$ cat config.mk
export PLATFORM = sky130hd
export DESIGN_NAME = hcc_round_stage
export DESIGN_NICKNAME = d
export VERILOG_FILES = /design/src/hcc_pkg.sv /design/src/hcc_round_stage.sv
export SDC_FILE = /design/constraint.sdc
export NUM_CORES = 2
export LEC_CHECK = 0
export BUFFER_PORTS_ARGS = -buffer_cell sky130_fd_sc_hd__buf_4
export CAP_MARGIN = 20
export CELL_PAD_IN_SITES_DETAIL_PLACEMENT = 2
export CELL_PAD_IN_SITES_GLOBAL_PLACEMENT = 2
export CORE_AREA = 2 2 397 399
export CTS_BUF_LIST = sky130_fd_sc_hd__clkbuf_4 sky130_fd_sc_hd__clkbuf_8 sky130_fd_sc_hd__clkbuf_16
export DETAILED_ROUTE_END_ITERATION = 7
export DIE_AREA = 0 0 399 401
export HOLD_SLACK_MARGIN = 0.03
export PLACE_DENSITY = 0.7
export SETUP_SLACK_MARGIN = 0.2
export SLEW_MARGIN = 40
export SYNTH_ARGS = -nofsm -noshare
export SYNTH_HDL_FRONTEND = slang
export SYNTH_SLANG_ARGS = --single-unit
$ cat constraint.sdc
create_clock -name i_clk -period 15.6 [get_ports i_clk]
set_clock_uncertainty 0.1 [all_clocks]
set_input_delay 2.34 -clock i_clk [delete_from_list [all_inputs] [get_ports i_clk]]
set_output_delay 2.34 -clock i_clk [all_outputs]
set_load 0.01 [all_outputs]
$ cat src/hcc_pkg.sv
package hcc_pkg;

    localparam int unsigned DOUBLE_ROUNDS = 10;
    // each column or diagonal pass is split into two register stages
    localparam int unsigned PIPE_STAGES   = DOUBLE_ROUNDS * 4;
    localparam int unsigned WORD_W        = 32;
    localparam int unsigned STATE_WORDS   = 16;

    localparam int unsigned ROT_A = 16;
    localparam int unsigned ROT_B = 12;
    localparam int unsigned ROT_C = 8;
    localparam int unsigned ROT_D = 7;

    typedef logic [WORD_W-1:0] t_word;
    typedef t_word [STATE_WORDS-1:0] t_state;

    localparam t_word SIGMA_0 = 32'h6170_7865;
    localparam t_word SIGMA_1 = 32'h3320_646e;
    localparam t_word SIGMA_2 = 32'h7962_2d32;
    localparam t_word SIGMA_3 = 32'h6b20_6574;

    typedef struct packed {
        t_word key_word_0;
        t_word key_word_1;
        t_word key_word_2;
        t_word key_word_3;
        t_word key_word_4;
        t_word key_word_5;
        t_word key_word_6;
        t_word key_word_7;
        t_word nonce_word_0;
        t_word nonce_word_1;
        t_word nonce_word_2;
        t_word nonce_word_3;
    } t_in;

    typedef struct packed {
        t_word subkey_word_0;
        t_word subkey_word_1;
        t_word subkey_word_2;
        t_word subkey_word_3;
        t_word subkey_word_4;
        t_word subkey_word_5;
        t_word subkey_word_6;
        t_word subkey_word_7;
    } t_out;

    // per-stage control: diagonal or column pass, second or first half of the quarter round
    typedef struct packed {
        logic diag;
        logic second;
    } t_stage_ctl;

    function automatic t_word rotl(input t_word v, input int unsigned s);
        t_word res;
        res = (v << s) | (v >> (WORD_W - s));
        return res;
    endfunction

endpackage

$ cat src/hcc_round_stage.sv
module hcc_round_stage (
    input  logic                i_clk,
    input  logic                i_rst_n,
    input  hcc_pkg::t_stage_ctl i_ctl,
    input  logic                i_valid,
    input  hcc_pkg::t_state     i_state,
    output logic                o_valid,
    output hcc_pkg::t_state     o_state
);
    import hcc_pkg::*;

    t_word  w_a [4];
    t_word  w_b [4];
    t_word  w_c [4];
    t_word  w_d [4];
    t_word  w_a2 [4];
    t_word  w_b2 [4];
    t_word  w_c2 [4];
    t_word  w_d2 [4];
    t_state n_state;
    t_state r_state;
    logic   r_valid;

    for (genvar j = 0; j < 4; j++) begin : g_lane
        // gather lane words; diagonal pass shifts rows 1..3 by 1..3 columns
        assign w_a[j] = i_state[j];
        assign w_b[j] = i_ctl.diag ? i_state[4 + (j + 1) % 4]  : i_state[4 + j];
        assign w_c[j] = i_ctl.diag ? i_state[8 + (j + 2) % 4]  : i_state[8 + j];
        assign w_d[j] = i_ctl.diag ? i_state[12 + (j + 3) % 4] : i_state[12 + j];

        always_comb begin
            t_word sum_a;
            t_word sum_c;
            sum_a    = w_a[j] + w_b[j];
            w_d2[j]  = i_ctl.second ? rotl(w_d[j] ^ sum_a, ROT_C)
                                    : rotl(w_d[j] ^ sum_a, ROT_A);
            sum_c    = w_c[j] + w_d2[j];
            w_b2[j]  = i_ctl.second ? rotl(w_b[j] ^ sum_c, ROT_D)
                                    : rotl(w_b[j] ^ sum_c, ROT_B);
            w_a2[j]  = sum_a;
            w_c2[j]  = sum_c;
        end

        // scatter back to state positions
        assign n_state[j]      = w_a2[j];
        assign n_state[4 + j]  = i_ctl.diag ? w_b2[(j + 3) % 4] : w_b2[j];
        assign n_state[8 + j]  = i_ctl.diag ? w_c2[(j + 2) % 4] : w_c2[j];
        assign n_state[12 + j] = i_ctl.diag ? w_d2[(j + 1) % 4] : w_d2[j];
    end

    always_ff @(posedge i_clk) begin
        if (!i_rst_n) begin
            r_valid <= 1'b0;
        end else begin
            r_valid <= i_valid;
        end
    end

    always_ff @(posedge i_clk) begin
        r_state <= n_state;
    end

    assign o_valid = r_valid;
    assign o_state = r_state;

endmodule

* After elaboration in Yosys (flattened, before gate mapping)
Index checks and enable logic that the tools add are counted.
** Word-level totals
- Register bits after elaboration :: 513
- Logic and storage cells :: 81
** Cells by class
- $add $sub $neg :: 8
- Mux-type cells :: 32
- Bitwise logic cells :: 24
** Operators by type and width (count)
- $mux 32 :: 32
- $add 32x32->32 :: 8
- $xor 32x32->32 :: 8
- $or 32x12->32 :: 4
- $or 32x16->32 :: 4
- $or 32x7->32 :: 4
- $or 32x8->32 :: 4

* Depth between registers and ports, before layout
- Depth in word-level cells :: 10
- Gate-level depth with buffers :: 45
- Depth with buffers taken out :: 36

* Worst setup path after synthesis
OpenSTA, ideal clock, no wires.
- Path kind :: input-to-reg
- From :: input i_ctl[1] in the netlist's numbering
- To :: register r_state, in the netlist o_state[201]
- Library setup time :: 0.079 ns
- Arrival time :: 11.580 ns
- Required time :: 15.421 ns
- Setup slack :: 3.841 ns
- Stages on the path :: 44
- Buffers on the path :: 9
- Path through :: buf_2 > buf_2 > buf_2 > buf_2 > buf_2 > buf_2 > buf_1 > buf_1 > buf_2 > mux2i_1 > inv_1 > fa_1 > a21o_1 > a21oi_1 > o21bai_1 > a21o_1 > a21oi_1 > o21ai_0 > (+8 left out) > o21bai_1 > ha_1 > a21o_1 > a21o_1 > a221o_1 > a311oi_1 > o21ai_0 > a221o_1 > o211ai_1 > a21oi_1 > a21o_1 > a21oi_1 > o21bai_1 > a21oi_1 > xnor2_1 > xor2_1 > mux2i_1 > a22oi_1
** RTL lines
- start: declaration :: line hcc_round_stage.sv:4 : input hcc_pkg::t_stage_ctl i_ctl,
- end signal: assignment :: line hcc_round_stage.sv:60 : r_state <= n_state;
- end: declaration :: line hcc_round_stage.sv:21 : t_state r_state;

==> flow_results.xml <==
<?xml version="1.0" encoding="UTF-8"?>
<metrics>
  <group name="outcome">
    <metric name="outcome" unit="">complete, no violations</metric>
  </group>
  <group name="logic_synthesis">
    <metric name="ys_types" unit="">104</metric>
    <metric name="fraction_of_synthesized_cell_area_taken_by_the_top_area_cell_type" unit="%">26.2</metric>
    <metric name="number_of_synthesized_flops_with_an_enable_pin" unit="">0</metric>
    <metric name="async_reset_ff_share" unit="%">0</metric>
    <metric name="ys_warn_count" unit="">0</metric>
    <metric name="synth_area" unit="mm^2">0.0392</metric>
    <metric name="synth.area.top_cells" unit="">sky130_fd_sc_hd__dfxtp_1 (26%), sky130_fd_sc_hd__mux2i_1 (8.6%), sky130_fd_sc_hd__mux2_2 (8.6%)</metric>
    <metric name="synth_sequential_area_ratio" unit="%">26.2</metric>
    <metric name="synth-seq-cells" unit="">513</metric>
    <metric name="syn-mean-instance-area" unit="um^2">8.47</metric>
    <metric name="postSynthCellCount" unit="">4632</metric>
    <metric name="ys.flop_type" unit="">sky130_fd_sc_hd__dfxtp_1</metric>
    <metric name="postSynthNetCount" unit="">5399</metric>
    <metric name="synth_top_cell_by_area" unit="">sky130_fd_sc_hd__dfxtp_1</metric>
  </group>
  <group name="floorplanning">
    <metric name="die-width" unit="um">399</metric>
    <metric name="ios" unit="">1030</metric>
    <metric name="die-height" unit="um">401</metric>
    <metric name="std_cell_rows" unit="">145</metric>
    <metric name="design.die.area" unit="mm^2">0.160</metric>
    <metric name="start_util" unit="%">25.2</metric>
    <metric name="core_region_area" unit="mm^2">0.156</metric>
  </group>
  <group name="final_layout">
    <metric name="fill_cells" unit="">17600</metric>
    <metric name="syn_to_final_growth" unit="%">35.7</metric>
    <metric name="final_common_cell" unit="">sky130_fd_sc_hd__buf_4</metric>
    <metric name="final_cell_count_no_fill" unit="">7759</metric>
    <metric name="mostFrequentLayoutCells" unit="">sky130_fd_sc_hd__buf_4 (1129), sky130_fd_sc_hd__nor2_1 (545), sky130_fd_sc_hd__dfxtp_1 (513)</metric>
    <metric name="layout-drive-gt1-share" unit="%">31.5</metric>
    <metric name="fin_util" unit="%">34.2</metric>
    <metric name="nets" unit="">6393</metric>
  </group>
  <group name="route">
    <metric name="drc" unit="">0</metric>
    <metric name="routed_wirelength" unit="um">322000</metric>
    <metric name="num_vias" unit="">43100</metric>
    <metric name="drt-wirelength-per-cell" unit="um">41.5</metric>
    <metric name="firstDrtPassIters" unit="">6</metric>
    <metric name="post_drt_via_cell_ratio" unit="">5.56</metric>
    <metric name="drt-initial-drc-count" unit="">4256</metric>
    <metric name="detail-route-antenna-nets" unit="">0</metric>
  </group>
  <group name="power_and_ir_drop">
    <metric name="share_seq_of_total_power" unit="%">18.7</metric>
    <metric name="max-vdd-ir-drop" unit="uV">92.3</metric>
    <metric name="combPwrFrac" unit="%">66.2</metric>
    <metric name="power.share.clock" unit="%">15.1</metric>
    <metric name="swShare" unit="%">53.5</metric>
    <metric name="p_sw" unit="W">0.00633</metric>
    <metric name="power-per-cell-area" unit="mW/mm^2">222</metric>
    <metric name="internal_power" unit="W">0.00550</metric>
    <metric name="static-leakage-power" unit="nW">24.3</metric>
  </group>
  <group name="global_routing">
    <metric name="use_met1" unit="%">48.1</metric>
    <metric name="vias_in_the_first_global_route" unit="">44100</metric>
    <metric name="globalRouteTotalUtil" unit="%">38.7</metric>
    <metric name="grt_pass1_wl" unit="um">414000</metric>
    <metric name="met2_usage" unit="%">60.0</metric>
    <metric name="grt_start_max_net_pins" unit="">119</metric>
    <metric name="globalRoute.totalOverflow" unit="">0</metric>
    <metric name="gr-usage-met3" unit="%">8.59</metric>
    <metric name="grt_most_used_layer" unit="">met2</metric>
    <metric name="number_of_antenna_violations_at_the_first_check_in_global_routing" unit="">58</metric>
  </group>
  <group name="sta">
    <metric name="fmax_achieved" unit="MHz">80.8</metric>
    <metric name="worstMarginPinSlew" unit="ps">993</metric>
    <metric name="hold_violations" unit="">0</metric>
    <metric name="setup_total_negative_slack" unit="ps">0</metric>
    <metric name="max_slew_margin" unit="%">33.1</metric>
    <metric name="min_period_over_period" unit="%">79.3</metric>
    <metric name="final_period_minus_worst_setup_slack" unit="ps">12380</metric>
    <metric name="maxSlewViolCount" unit="">0</metric>
    <metric name="setup_viol" unit="">0</metric>
    <metric name="rsz_0062_raised_after_global_routing" unit="">false</metric>
    <metric name="hold_ws" unit="ps">1740</metric>
  </group>
  <group name="setup_path">
    <metric name="crit_path_max_fanout" unit="">59</metric>
    <metric name="most_frequent_cp_cell" unit="">sky130_fd_sc_hd__a21oi_1</metric>
    <metric name="worstPathArrival" unit="ps">12910</metric>
    <metric name="cp.buffers_inverters" unit="">2</metric>
    <metric name="setup.worst_path.start_class" unit="">input port</metric>
    <metric name="critical-path-slowest-cell" unit="">sky130_fd_sc_hd__a21oi_1</metric>
    <metric name="critical_path.max_stage_delay" unit="ps">550</metric>
    <metric name="worstSetupPathType" unit="">input port to register</metric>
    <metric name="crit_family" unit="">compound AO/OA/AOI/OAI gates</metric>
    <metric name="required_time_worst_endpoint" unit="ps">16130</metric>
    <metric name="critPathCaptureType" unit="">register</metric>
  </group>
  <group name="clocking">
    <metric name="clock_sink_count" unit="">513</metric>
    <metric name="cts_made_buffers" unit="">69</metric>
    <metric name="cts_tree" unit="">built</metric>
    <metric name="cts-root-to-sink-buffers" unit="">3</metric>
    <metric name="cts_resized" unit="">0</metric>
    <metric name="hold_buffer_count_at_cts" unit="">0</metric>
    <metric name="path_clk_slew" unit="ps">60</metric>
    <metric name="htree_num_levels" unit="">3</metric>
    <metric name="postCtsSetupBuffers" unit="">0</metric>
    <metric name="root_buffer" unit="">sky130_fd_sc_hd__clkbuf_16</metric>
  </group>
  <group name="hold_path">
    <metric name="hp-class" unit="">input port to register</metric>
  </group>
  <group name="placement">
    <metric name="io_buffer_count" unit="">1029</metric>
    <metric name="gp_routability_congestion" unit="">1.06</metric>
    <metric name="place_inst" unit="">7613</metric>
    <metric name="dp_hpwl" unit="um">281000</metric>
  </group>
  <group name="job">
    <metric name="drv_cap" unit="">0</metric>
  </group>
</metrics>
metrics by stage:
step           area (um^2)  power (W)  setup slack [ps]
2_1_floorplan        39200    0.00527              3840
3_3_place_gp         49700    0.00956              2730
3_5_place_dp         50600    0.00978              3040
4_1_cts              53100     0.0116              3700
5_1_grt              53200     0.0120              3030
6_report             53200     0.0118              3220
power groups by stage:
stage / Sequential, W / Combinational [W] / Clock (W)
2_1_floorplan: 0.00233 / 0.00294 / 0
3_3_place_gp: 0.00223 / 0.00733 / 0
3_5_place_dp: 0.00222 / 0.00756 / 0
4_1_cts: 0.00221 / 0.00761 / 0.00181
5_1_grt: 0.00223 / 0.00792 / 0.00186
6_report: 0.00221 / 0.00783 / 0.00179
cell families (layout without fill, tap and decap cells):
kind of cell | count (synthesis) | in the layout | share of synthesized area (%)
and+or+nand+nor | 1242 | 1242 | 14.1
AOI/OAI and AO/OA | 1071 | 1071 | 17.4
muxes | 644 | 644 | 17.6
other | 0 | 21 | 0
xor gates and xnor gates | 555 | 555 | 13.1
DFF | 513 | 513 | 26.2
adders and majority gates | 255 | 255 | 8.26
buffers and inverters | 352 | 1400 | 3.46
synthesized netlist by cell type (12+ instances only):
cell / instances
sky130_fd_sc_hd__o21bai_1: 47
sky130_fd_sc_hd__buf_2: 25
sky130_fd_sc_hd__a21oi_1: 371
sky130_fd_sc_hd__buf_1: 49
sky130_fd_sc_hd__a31oi_1: 24
sky130_fd_sc_hd__nand2b_1: 40
sky130_fd_sc_hd__dfxtp_1: 513
sky130_fd_sc_hd__o21a_1: 21
sky130_fd_sc_hd__and2_1: 20
sky130_fd_sc_hd__mux2_2: 299
sky130_fd_sc_hd__o21ai_1: 30
sky130_fd_sc_hd__nand2_1: 335
sky130_fd_sc_hd__xnor3_1: 18
sky130_fd_sc_hd__or2_2: 15
sky130_fd_sc_hd__xor2_1: 212
sky130_fd_sc_hd__and3_1: 24
sky130_fd_sc_hd__nor2_1: 546
sky130_fd_sc_hd__ha_1: 242
sky130_fd_sc_hd__a21o_1: 117
sky130_fd_sc_hd__clkbuf_1: 139
sky130_fd_sc_hd__a211oi_1: 32
sky130_fd_sc_hd__nor3_1: 62
sky130_fd_sc_hd__nor4_1: 12
sky130_fd_sc_hd__nor2b_1: 26
sky130_fd_sc_hd__a31o_2: 12
sky130_fd_sc_hd__inv_1: 136
sky130_fd_sc_hd__o21ai_0: 222
sky130_fd_sc_hd__nand3_1: 56
sky130_fd_sc_hd__or3_1: 21
sky130_fd_sc_hd__nand4_1: 37
sky130_fd_sc_hd__xnor2_1: 322
sky130_fd_sc_hd__o211ai_1: 28
sky130_fd_sc_hd__mux2i_1: 338
worst paths after layout:
path | start | end | depth (start not counted)
setup / recovery | i_ctl[1] | o_state[133] | 37
hold / removal | i_valid | o_valid | 2
sequential cells by signal, summed over array words and instances (netlist names):
signal	cells
o_state	512
o_valid	1
metal layers:
metal,routed length [um],share of wire (%)
met1,132000,41
met2,141000,44
met3,24600,7.6
met4,24900,7.7
met5,226,0.070
area by class of cell:
cell class | instances | area (um^2) | area share, %
multi-input combinational | 3767 | 28700 | 53.9
sequential | 513 | 10300 | 19.3
clock buffer | 87 | 1930 | 3.63
inverter | 137 | 529 | 0.995
tap | 2058 | 2570 | 4.84
timing repair buffer | 1138 | 8610 | 16.2
clock inverter | 38 | 547 | 1.03
antenna | 21 | 52.6 | 0.0988
Power figures use the tool's default switching activity.
